## src/sv/jst_pkg.sv

```systemverilog
package jst_pkg;

    localparam int QW = 48;
    localparam int SW = 47;
    localparam int CW = 17;
    localparam int AW = 50;
    localparam int NC = 4;

    localparam logic [1:0] OP_LOAD = 2'd0;
    localparam logic [1:0] OP_SENS = 2'd1;
    localparam logic [1:0] OP_LAP  = 2'd2;
    localparam logic [1:0] OP_FLUX = 2'd3;

    localparam logic [0:0] CFG_EPS2 = 1'b0;
    localparam logic [0:0] CFG_EPS4 = 1'b1;

    typedef struct packed {
        logic [1:0]             op;
        logic                   last;
        logic [SW-1:0]          face_lambda;
        logic [SW-1:0]          neighbor_scalar;
        logic signed [QW-1:0]   nq0;
        logic signed [QW-1:0]   nq1;
        logic signed [QW-1:0]   nq2;
        logic signed [QW-1:0]   nq3;
        logic signed [QW-1:0]   nl0;
        logic signed [QW-1:0]   nl1;
        logic signed [QW-1:0]   nl2;
        logic signed [QW-1:0]   nl3;
    } t_in;

    typedef struct packed {
        logic [1:0]             kind;
        logic [CW-1:0]          sensor_y;
        logic signed [QW-1:0]   d0;
        logic signed [QW-1:0]   d1;
        logic signed [QW-1:0]   d2;
        logic signed [QW-1:0]   d3;
    } t_out;

    // saturate a wider signed value into 48 bits
    function automatic logic signed [QW-1:0] sat48(input logic signed [QW+1:0] v);
        logic signed [QW+1:0] mx;
        logic signed [QW+1:0] mn;
        mx = {3'b000, {(QW-1){1'b1}}};
        mn = {3'b111, {(QW-1){1'b0}}};
        if (v > mx) return mx[QW-1:0];
        if (v < mn) return mn[QW-1:0];
        return v[QW-1:0];
    endfunction

endpackage

```

## src/sv/jst_fifo.sv

```systemverilog
module jst_fifo
    import jst_pkg::*;
(
    input  logic i_clk,
    input  logic i_rst_n,
    input  logic i_push,
    input  t_in  i_data,
    output logic o_full,
    input  logic i_pop,
    output logic o_empty,
    output t_in  o_data
);
    // two-entry queue between front and back
    t_in        r_mem [2];
    logic       r_wp, r_rp;
    logic [1:0] r_cnt;

    assign o_full  = (r_cnt == 2'd2);
    assign o_empty = (r_cnt == 2'd0);
    assign o_data  = r_mem[r_rp];

    always_ff @(posedge i_clk) begin
        if (i_push) r_mem[r_wp] <= i_data;
    end

    always_ff @(posedge i_clk) begin
        if (!i_rst_n) begin
            r_wp <= 1'b0;
            r_rp <= 1'b0;
            r_cnt <= 2'd0;
        end else begin
            if (i_push) r_wp <= ~r_wp;
            if (i_pop) r_rp <= ~r_rp;
            r_cnt <= r_cnt + {1'b0, i_push} - {1'b0, i_pop};
        end
    end
endmodule

```

## config.mk

```make
export PLATFORM = sky130hd
export DESIGN_NAME = jst_fifo
export DESIGN_NICKNAME = d
export VERILOG_FILES = /design/src/sv/jst_pkg.sv /design/src/sv/jst_fifo.sv
export SDC_FILE = /design/constraint.sdc
export NUM_CORES = 1
export LEC_CHECK = 0
export BUFFER_PORTS_ARGS = -buffer_cell sky130_fd_sc_hd__buf_2
export CAP_MARGIN = 25
export CORE_AREA = 2 2 372 374
export CTS_BUF_LIST = sky130_fd_sc_hd__clkbuf_16
export CTS_CLUSTER_DIAMETER = 80
export CTS_CLUSTER_SIZE = 12
export DETAILED_ROUTE_END_ITERATION = 12
export DIE_AREA = 0 0 374 376
export MAX_ROUTING_LAYER = met4
export SETUP_SLACK_MARGIN = 0.15
export SYNTH_ARGS = -nofsm -noshare
export SYNTH_HDL_FRONTEND = slang
export SYNTH_SLANG_ARGS = --single-unit
```

## constraint.sdc

```tcl
create_clock -name i_clk -period 24.5 [get_ports i_clk]
set_clock_uncertainty 0.05 [all_clocks]
set_input_delay 2.45 -clock i_clk [delete_from_list [all_inputs] [get_ports i_clk]]
set_output_delay 2.45 -clock i_clk [all_outputs]
set_load 0.03 [all_outputs]
```

======== Word-level counts from Yosys, hierarchy flattened ========
Memory sizes are Yosys's and may differ from the RTL's. A register that Yosys moved wholly into a read port is not among the register bits.
Cells that the tools add are included.
word-level totals
  bits in registers ....................... 4
  memory bits (writable) .................. 962
  bits of input ports ..................... 485
  output and inout bits ................... 483
  word-level logic and storage cells ...... 14
  memories kept ........................... 1
cells by class
  $add $sub $neg .......................... 2
  equal/unequal tests ..................... 1
  mux-type cells .......................... 4
  bitwise gates (word level) .............. 2
  reductions and logical operators ........ 1
memories
  memory  words  bits a word  read ports  clocked after Yosys merged registers in  write ports  RTL line        source
  r_mem   2      481          1           1                                        1            jst_fifo.sv:14  t_in r_mem [2];
operators with widths
  operator              count
  $mux W1               4
  $add A2 B1 Y2         1
  $eq A2 B2 Y1 const B  1
  $logic_not A2 Y1      1
  $not A1 Y1            2
  $sub A2 B1 Y2         1

======== Longest topological paths before layout ========
Gate-level depths: netlist of the first run.
  depth after elaboration ................. 3
  mapped depth ............................ 6
  mapped depth without buffers ............ 6

======== Worst setup path after synthesis of the first run ========
No wires, ideal clock.
  path kind ............................... input-to-reg
  start ................................... in i_push
  end ..................................... reg r_wp
  setup time .............................. 0.157 ns
  arrival ................................. 24.537 ns
  data required time ...................... 24.293 ns
  setup slack ............................. -0.245 ns
  stages .................................. 2
  path buffers ............................ 0
  path through ............................ nor2b_1 > o21a_1
RTL lines
  element               RTL line        source
  start, declared       jst_fifo.sv:6   input logic i_push,
  end signal, assigned  jst_fifo.sv:32  if (i_push) r_wp <= ~r_wp;
  end, declared         jst_fifo.sv:15  logic r_wp, r_rp;

==> results of run 1 <==
metrics by stage:
step	hold WS (ns)	area (um^2)	utilization, %	total power [mW]
finish	0.501	44900	32.8	3.75
global route	0.536	44900	32.8	3.89
CTS	0.496	44700	32.7	3.81
detailed placement	0.508	42100	30.8	2.51
global placement	0.518	42100	30.8	2.50
floorplan	0.505	35300	-	2.35
cells by family after synthesis:
group,count (synthesis),share of synthesized area [%]
AOI/OAI and AO/OA,1,0.0213
buffers and inverters,56,1.20
muxes,481,16.3
xor gates and xnor gates,2,0.0887
and+or+nand+nor,9,0.152
adders and majority gates,2,0.0709
DFF,967,82.2
report_power, final:
group / internal (mW) / switching, mW / total, mW
clock network: 0.704 / 0.583 / 1.29
logic: 0.181 / 0.346 / 0.528
registers: 1.92 / 0.0235 / 1.94
total: 2.80 / 0.953 / 3.75
worst min-delay path, cell delays in order, from the launching register on:
cell and delay [ns]:
dfxtp_1 0.32, xor2_1 0.07, and2_1 0.14
path summary, 6_finish.rpt:
check | end | slack (ns) | cells after the start
max | o_data[292] | 17.55 | 6
min | flip-flop | 0.50 | 2
max reg2reg | r_mem[1][476] | 20.46 | 4
min reg2reg | flip-flop | 0.50 | 2
registers in the layout, summed over array words and instances, names as in the netlist, named ones only:
| name | count |
|---|---|
| r_rp | 1 |
| r_cnt | 2 |
| r_mem | 962 |
| r_wp | 1 |
metal layers:
layer | wire, um | global-route usage (%)
met1 | 34900 | 13.8
met5 | 0 | -
met2 | 49000 | 22.7
met4 | 2960 | 4.96
met3 | 8420 | 5.01
cells in the final DEF, fill, tap and decap left out, types with 2 or more instances in the layout:
master and count:
mux2_4 90, buf_2 967, dfxtp_1 4, diode_2 38, edfxtp_1 962, inv_1 10, clkinv_16 3, ha_1 2
clkbuf_16 94, clkinv_1 2, mux2_2 391, and2_1 3, buf_12 3, buf_4 17, nor2b_1 3, bufinv_16 2
area by class of cell:
| cell class | instances | area [um^2] | share of cell area (%) |
|---|---|---|---|
| Timing Repair Buffer | 988 | 5050 | 11.3 |
| Clock buffer | 94 | 2350 | 5.24 |
| Clock inverter | 19 | 230 | 0.513 |
| Tap cell | 1794 | 2240 | 5.00 |
| Sequential cell | 967 | 29000 | 64.6 |
| Antenna cell | 38 | 95.1 | 0.212 |
| Multi-Input combinational cell | 495 | 5880 | 13.1 |
| Inverter | 2 | 7.51 | 0.0167 |
==> flow_metrics.py, run 1 <==
metrics = {
    "hold_path": {
        "hold_class": "reg2reg",
        "min_from": "r_rp",
    },
    "floorplan": {
        "fp.dieArea_mm2": 0.141,
        "die_w_um": 374,
        "row_count": 136,
        "ios": 968,
        "start_util_pct": 25.8,
        "design.core.area_mm2": 0.137,
        "die_h_um": 376,
    },
    "global_route": {
        "grt_pass1_vias": 18665,
        "grt_pass1_wl_um": 130000,
        "grt_max_degree": 157,
        "overflow": 0,
        "track_usage_pct": 13.3,
        "antenna_found_initial": 55,
    },
    "worst_setup_path": {
        "crit_type": "reg2out",
        "crit_family": "buffers and inverters",
        "cp_common_cell": "buf_4",
        "worstSetupStartpointType": "flip-flop",
        "cp_cell_sequence": "buf_4 -> buf_4 -> buf_12 -> buf_4 -> mux2_2 -> buf_2",
        "slowest_delay_ns": 0.79,
        "path_max_fanout": 61,
        "r2r_start": "r_wp",
        "crit_arrival_ns": 4.45,
        "cp-end-kind": "output port",
        "crit_buf_inv": 5,
        "cp.required_ns": 22.00,
        "critical-path-slowest-cell": "dfxtp_4",
    },
    "power_and_ir_drop": {
        "static-leakage-power_nw": 16.5,
        "vdd_drop_max_uv": 58.8,
        "power_density_mw_per_mm2": 83.7,
    },
    "timing": {
        "tns_ns": 0,
        "worstMarginPinSlew_ns": 1.20,
        "final_max_slew_viol_count": 0,
        "rsz0062_at_grt": "no",
        "finalSetupViolCount": 0,
        "relSlewSlack_pct": 20.0,
        "finalCritPeriodShare_pct": 28.4,
        "min_period_ns": 6.95,
        "worst_slack_ns": 17.55,
        "max_freq_ghz": 0.144,
        "hold_viol_final": 0,
    },
    "place": {
        "dp_hpwl_um": 68900,
        "placedCellCount": 4244,
        "port_buffers": 967,
        "pre_cts_slack_ns": 18.02,
        "gp_congestion": 0.800,
    },
    "cts": {
        "postCtsSetupBuffers": 0,
        "cts_sinks": 967,
        "cts_resized": 0,
        "clk_latency_ns": 0.66,
        "hold_buffers": 0,
        "cts_buffers": 92,
        "cts_buffer_depth": 3,
        "cts_tree": "done",
        "root_buffer": "clkbuf_16",
        "h-tree-depth": 3,
        "clkTransAtPathRegs_ns": 0.06,
    },
    "yosys": {
        "yosysUniqueCellTypes": 15,
        "avgSynthCellArea_um2": 23.2,
        "synth_edf_count": 962,
        "synth_top_area_share_pct": 81.9,
        "ys.flop_type": "edfxtp_1",
        "ys_top_cells_by_count": "edfxtp_1 (962), mux2_2 (391), mux2_4 (90)",
        "synth_top_area_cell": "edfxtp_1",
        "synth.area.top_cells": "edfxtp_1 (82%), mux2_2 (12%), mux2_4 (3.8%), buf_4 (0.64%), buf_6 (0.35%)",
        "async_flop_share_pct": 0,
        "yosysWarnings": 0,
        "syn_nets": 2005,
        "syn_area_mm2": 0.0353,
        "yosysMostFrequentCell": "edfxtp_1",
        "ys_seq_elements": 967,
        "synthCells": 1518,
        "yosysSeqAreaShare_pct": 82.2,
    },
    "final_layout": {
        "final_nets": 3033,
        "layout.cells.non_filler": 4397,
        "n_fill_cell": 13289,
        "drive_gt1_share_pct": 61.4,
        "synthToLayoutAreaGrowth_pct": 27.1,
    },
    "drt": {
        "drt-initial-drc-count": 965,
        "route.detailed.wl_per_inst_um": 21.7,
        "postRouteAntennaNets": 0,
        "drc": 0,
        "vias_per_cell": 4.12,
        "firstDrtPassIters": 5,
        "drt_wl_total_um": 95300,
        "vias": 18130,
    },
    "flow_run": {
        "maxCapViolCount": 0,
    },
    "outcome": {
        "status": "complete, no violations",
    },
}
(Power assumes the default switching activity.)
==> run 2: changes to the inputs <==
==> constraint.sdc (replaced) <==
create_clock -name i_clk -period 5.65 [get_ports i_clk]
set_clock_uncertainty 0.05 [all_clocks]
set_input_delay 0.565 -clock i_clk [delete_from_list [all_inputs] [get_ports i_clk]]
set_output_delay 0.565 -clock i_clk [all_outputs]
set_load 0.03 [all_outputs]
==> flow_metrics.py, run 2 (synthesis gave the netlist of run 1 again) <==
metrics = {
    "outcome": {
        "status": "complete, no violations",
    },
    "worst_setup_path": {
        "r2r_setup_slack_ns": 3.35,
        "r2r_start": "r_wp",
        "crit_arrival_ns": 2.98,
        "cp.required_ns": 5.04,
        "r2r-end": "r_mem[1][435]",
        "worstRegToRegCells": 3,
        "path_max_fanout": 90,
        "worstSetupStartpointType": "flip-flop",
        "crit_type": "reg2out",
        "cp-end-kind": "output port",
        "cp-endpoint": "o_data[331]",
    },
    "cts": {
        "clkTransAtPathRegs_ns": 0.06,
        "cts_sinks": 967,
        "clk_latency_ns": 0.68,
        "cts_buffers": 92,
        "cts_tree": "done",
        "postCtsSetupBuffers": 0,
        "cts_resized": 0,
        "root_buffer": "clkbuf_16",
        "cts_buffer_depth": 3,
        "hold_buffers": 456,
        "h-tree-depth": 3,
    },
    "power_and_ir_drop": {
        "total_power_mw": 16.5,
        "vdd_drop_max_uv": 319,
        "static-leakage-power_nw": 18.5,
        "power_density_mw_per_mm2": 332,
    },
    "global_route": {
        "antenna_found_initial": 14,
        "grt_use_met2_pct": 24.0,
        "busiest_layer": "met2",
        "grt.met3_usage_pct": 3.41,
        "overflow": 0,
        "track_usage_pct": 13.4,
        "grt_pass1_wl_um": 137000,
        "grt_max_degree": 127,
        "grt_pass1_vias": 21374,
        "use_met1_pct": 14.3,
    },
    "final_layout": {
        "synthToLayoutAreaGrowth_pct": 40.4,
        "final_common_cell": "buf_2",
        "drive_gt1_share_pct": 52.5,
        "most-common-layout-cells": "buf_2 (967), edfxtp_1 (962), dlygate4sd3_1 (456), mux2_2 (391), clkbuf_16 (92)",
        "largest_registers": "r_mem x962, r_cnt x2",
        "largest_reg_flops": 962,
        "layout.cells.non_filler": 4853,
        "top_register": "r_mem",
        "fin_util_pct": 36.3,
        "final_nets": 3513,
        "fin_area_mm2": 0.0495,
        "n_fill_cell": 12747,
    },
    "timing": {
        "min_period_ns": 3.59,
        "hold_slack_ns": 0.0713,
        "rsz0062_at_grt": "no",
        "finalCritPeriodShare_pct": 63.6,
        "worstMarginPinSlew_ns": 0.921,
        "hold_viol_final": 0,
        "tns_ns": 0,
        "final_max_slew_viol_count": 0,
        "worst_slack_ns": 2.06,
        "relSlewSlack_pct": 38.6,
        "max_freq_ghz": 0.278,
        "finalSetupViolCount": 0,
    },
    "place": {
        "placedCellCount": 4270,
        "port_buffers": 967,
        "gp_congestion": 0.888,
        "pre_cts_slack_ns": 2.73,
        "place_area_mm2": 0.0424,
        "dp_hpwl_um": 67700,
    },
    "floorplan": {
        "start_util_pct": 25.8,
        "die_h_um": 376,
        "fp.dieArea_mm2": 0.141,
        "row_count": 136,
        "ios": 968,
        "design.core.area_mm2": 0.137,
        "die_w_um": 374,
    },
    "drt": {
        "drc": 0,
        "postRouteAntennaNets": 0,
        "vias_per_cell": 4.12,
        "firstDrtPassIters": 5,
        "drt_wl_total_um": 96100,
        "vias": 20018,
        "drt-initial-drc-count": 1075,
        "route.detailed.wl_per_inst_um": 19.8,
    },
    "flow_run": {
        "maxCapViolCount": 0,
    },
    "hold_path": {
        "hold_class": "in2reg",
    },
}
run 2: changes by cell type in the layout (fill, tap and decap cells not counted), moves of 2 or more:
cell,before,now
buf_12,3,9
bufinv_16,2,0
dlygate4sd3_1,0,456
clkbuf_16,94,92
clkinv_1,2,4
buf_4,17,36
diode_2,38,14
clkinvlp_4,0,2
run 2: worst min-delay path by stage:
stage	slack, ns	start	end	cells after the start
5_1_grt	0.01	i_data[411]	r_mem[1][411]	1
4_1_cts	0.0003	i_data[32]	r_mem[1][32]	1
6_report	0.07	i_data[32]	r_mem[0][32]	1
3_5_place_dp	0.51	r_rp	flip-flop	2
3_3_place_gp	0.51	r_rp	flip-flop	2
2_1_floorplan	0.50	r_rp	flip-flop	2
run 2: routing by layer:
layer | vias up | share of wire [%]
li1 | 9086 | -
met1 | 10040 | 38
met2 | 760 | 53
met3 | 132 | 6.6
met4 | 0 | 2.7
met5 | - | 0
run 2: critical path: stages, from the launching register on:
cell	delay, ns
dfxtp_4	0.94
buf_12	0.41
mux2_2	0.45
buf_2	0.19
run 2: cell type report:
| class | instances | area [um^2] | area share [%] |
|---|---|---|---|
| Sequential cell | 967 | 29000 | 58.5 |
| Timing Repair Buffer | 1468 | 9850 | 19.9 |
| Multi-Input combinational cell | 495 | 5880 | 11.9 |
| Clock buffer | 92 | 2300 | 4.65 |
| Tap cell | 1794 | 2240 | 4.53 |
| Clock inverter | 21 | 221 | 0.447 |
| Antenna cell | 14 | 35.0 | 0.0707 |
| Inverter | 2 | 7.51 | 0.0152 |
run 2: power breakdown:
| part | total [mW] | leakage [nW] | switching (mW) | internal (mW) |
|---|---|---|---|---|
| combinational | 2.57 | 8.18 | 1.56 | 1.01 |
| clock | 5.48 | 1.25 | 2.57 | 2.92 |
| sequential | 8.40 | 9.07 | 0.0996 | 8.30 |
| total | 16.5 | 18.5 | 4.23 | 12.2 |
==> run 3: changes to the inputs <==
==> constraint.sdc (replaced) <==
create_clock -name i_clk -period 3 [get_ports i_clk]
set_clock_uncertainty 0.05 [all_clocks]
set_input_delay 0.3 -clock i_clk [delete_from_list [all_inputs] [get_ports i_clk]]
set_output_delay 0.3 -clock i_clk [all_outputs]
set_load 0.03 [all_outputs]
==> flow_metrics.py, run 3 (synthesis gave the netlist of run 1 again) <==
metrics = {
    "final_layout": {
        "synthToLayoutAreaGrowth_pct": 42.7,
        "final_nets": 3565,
        "n_fill_cell": 12701,
        "most-common-layout-cells": "buf_2 (967), edfxtp_1 (962), dlygate4sd3_1 (485), mux2_2 (391), clkbuf_16 (96)",
        "final_common_cell": "buf_2",
        "top_register": "r_mem",
        "largest_registers": "r_mem x962, r_cnt x2",
        "largest_reg_flops": 962,
        "drive_gt1_share_pct": 52.4,
    },
    "worst_setup_path": {
        "cp_common_cell": "buf_4",
        "crit_family": "buffers and inverters",
        "crit_arrival_ns": 2.32,
        "cp.required_ns": 2.65,
        "r2r_setup_slack_ns": 1.20,
        "critical-path-slowest-cell": "mux2_2",
        "path_max_fanout": 23,
        "worstRegToRegCells": 2,
        "slowest_delay_ns": 0.38,
        "cp_cell_sequence": "buf_4 -> buf_12 -> buf_4 -> mux2_2 -> buf_2",
        "crit_type": "reg2out",
        "worstSetupStartpointType": "flip-flop",
        "crit_buf_inv": 4,
        "cp-end-kind": "output port",
        "cp.depth": 5,
    },
    "cts": {
        "clk_latency_ns": 0.68,
        "cts_buffer_depth": 3,
        "root_buffer": "clkbuf_16",
        "cts_buffers": 93,
        "cts_tree": "done",
        "clkTransAtPathRegs_ns": 0.06,
        "h-tree-depth": 3,
        "cts_sinks": 967,
    },
    "place": {
        "pre_cts_slack_ns": 0.881,
        "port_buffers": 967,
        "dp_hpwl_um": 74000,
        "gp_congestion": 0.802,
    },
    "drt": {
        "drt_wl_total_um": 103000,
        "vias_per_cell": 4.08,
        "drc": 0,
        "vias": 20106,
        "drt-initial-drc-count": 917,
        "route.detailed.wl_per_inst_um": 20.8,
        "firstDrtPassIters": 5,
        "postRouteAntennaNets": 0,
    },
    "timing": {
        "relSlewSlack_pct": 63.1,
        "rsz0062_at_grt": "no",
        "min_period_ns": 2.67,
        "max_freq_ghz": 0.374,
        "finalSetupViolCount": 0,
        "final_max_slew_viol_count": 0,
        "worstMarginPinSlew_ns": 0.554,
        "finalCritPeriodShare_pct": 89.2,
        "worst_slack_ns": 0.325,
        "hold_viol_final": 0,
    },
    "floorplan": {
        "ios": 968,
        "die_w_um": 374,
        "row_count": 136,
        "design.core.area_mm2": 0.137,
        "fp.dieArea_mm2": 0.141,
        "die_h_um": 376,
        "start_util_pct": 25.8,
    },
    "global_route": {
        "overflow": 0,
        "grt_pass1_wl_um": 144000,
        "grt_pass1_vias": 21548,
        "antenna_found_initial": 39,
        "grt_max_degree": 93,
        "track_usage_pct": 14.4,
    },
    "power_and_ir_drop": {
        "total_power_mw": 31.4,
        "vdd_drop_max_uv": 470,
        "static-leakage-power_nw": 18.9,
        "power_density_mw_per_mm2": 623,
    },
    "flow_run": {
        "maxCapViolCount": 0,
    },
    "hold_path": {
        "hold_class": "in2reg",
        "min_path_cells": 2,
    },
    "outcome": {
        "status": "complete, no violations",
    },
}
-- run 3: cell types whose count changed in the layout (fill, tap and decap cells not counted), moves of 2 or more --
| cell | previous run | this run |
|---|---|---|
| buf_12 | 9 | 27 |
| buf_4 | 36 | 40 |
| diode_2 | 14 | 32 |
| clkinv_16 | 4 | 2 |
| clkbuf_16 | 92 | 96 |
| dlygate4sd3_1 | 456 | 485 |
| clkinvlp_4 | 2 | 0 |
| inv_1 | 9 | 13 |
| clkinv_1 | 4 | 2 |
-- run 3: metrics by stage --
| step | cells | cell area (um^2) | hold WS (ns) | util, % | setup TNS [ns] |
|---|---|---|---|---|---|
| floorplan | 1518 | 35300 | 0.349 | - | -2970.89 |
| global placement | 4286 | 42700 | 0.437 | 31.3 | 0 |
| detailed placement | 4286 | 42700 | 0.441 | 31.3 | 0 |
| CTS | 4895 | 50300 | 0.186 | 36.8 | 0 |
| global route | 4926 | 50300 | 0.227 | 36.8 | 0 |
| finish | 4927 | 50300 | 0.278 | 36.8 | 0 |
-- run 3: area by class of cell --
class                      count  area (um^2)  area share, %
sequential                   967        29000           57.6
timing repair buffer        1519        10500           20.9
multi-input combinational    495         5880           11.7
clock buffer                  96         2400           4.77
tap                         1794         2240           4.46
clock inverter                22          188          0.373
antenna                       32         80.1          0.159
inverter                       2         7.51         0.0149
-- run 3: worst paths after layout --
check	startpoint	endpoint
max	flip-flop	o_data[120]
min	i_data[124]	r_mem[0][124]
max reg2reg	r_wp	r_mem[1][171]
min reg2reg	r_rp	flip-flop
-- run 3: worst reg2reg max path: stages (launching register included) --
cell and delay, ns:
dfxtp_2 0.35, and2_4 0.47, buf_12 0.49
-- run 3: power breakdown --
part | internal (mW) | leakage [nW] | switching, mW
Clock | 5.69 | 1.31 | 4.81
Combinational | 2.00 | 8.48 | 3.05
Sequential | 15.6 | 9.07 | 0.167
-- run 3: per-layer routing --
metal	wire (um)	part of all wire [%]	GRT usage, %	vias to the layer above
met1	39000	38	15.5	9963
met3	6880	6.7	4.05	176
met2	52800	51	24.9	739
met5	0	0	-	-
met4	3970	3.9	5.99	0
li1	-	-	-	9228
-- run 3: timing repair --
action,in CTS,in global routing
hold endpoints to repair,967,0
setup endpoints to repair,38,0
setup buffers,6,0
hold buffers,485,0
gates resized for setup,0,0
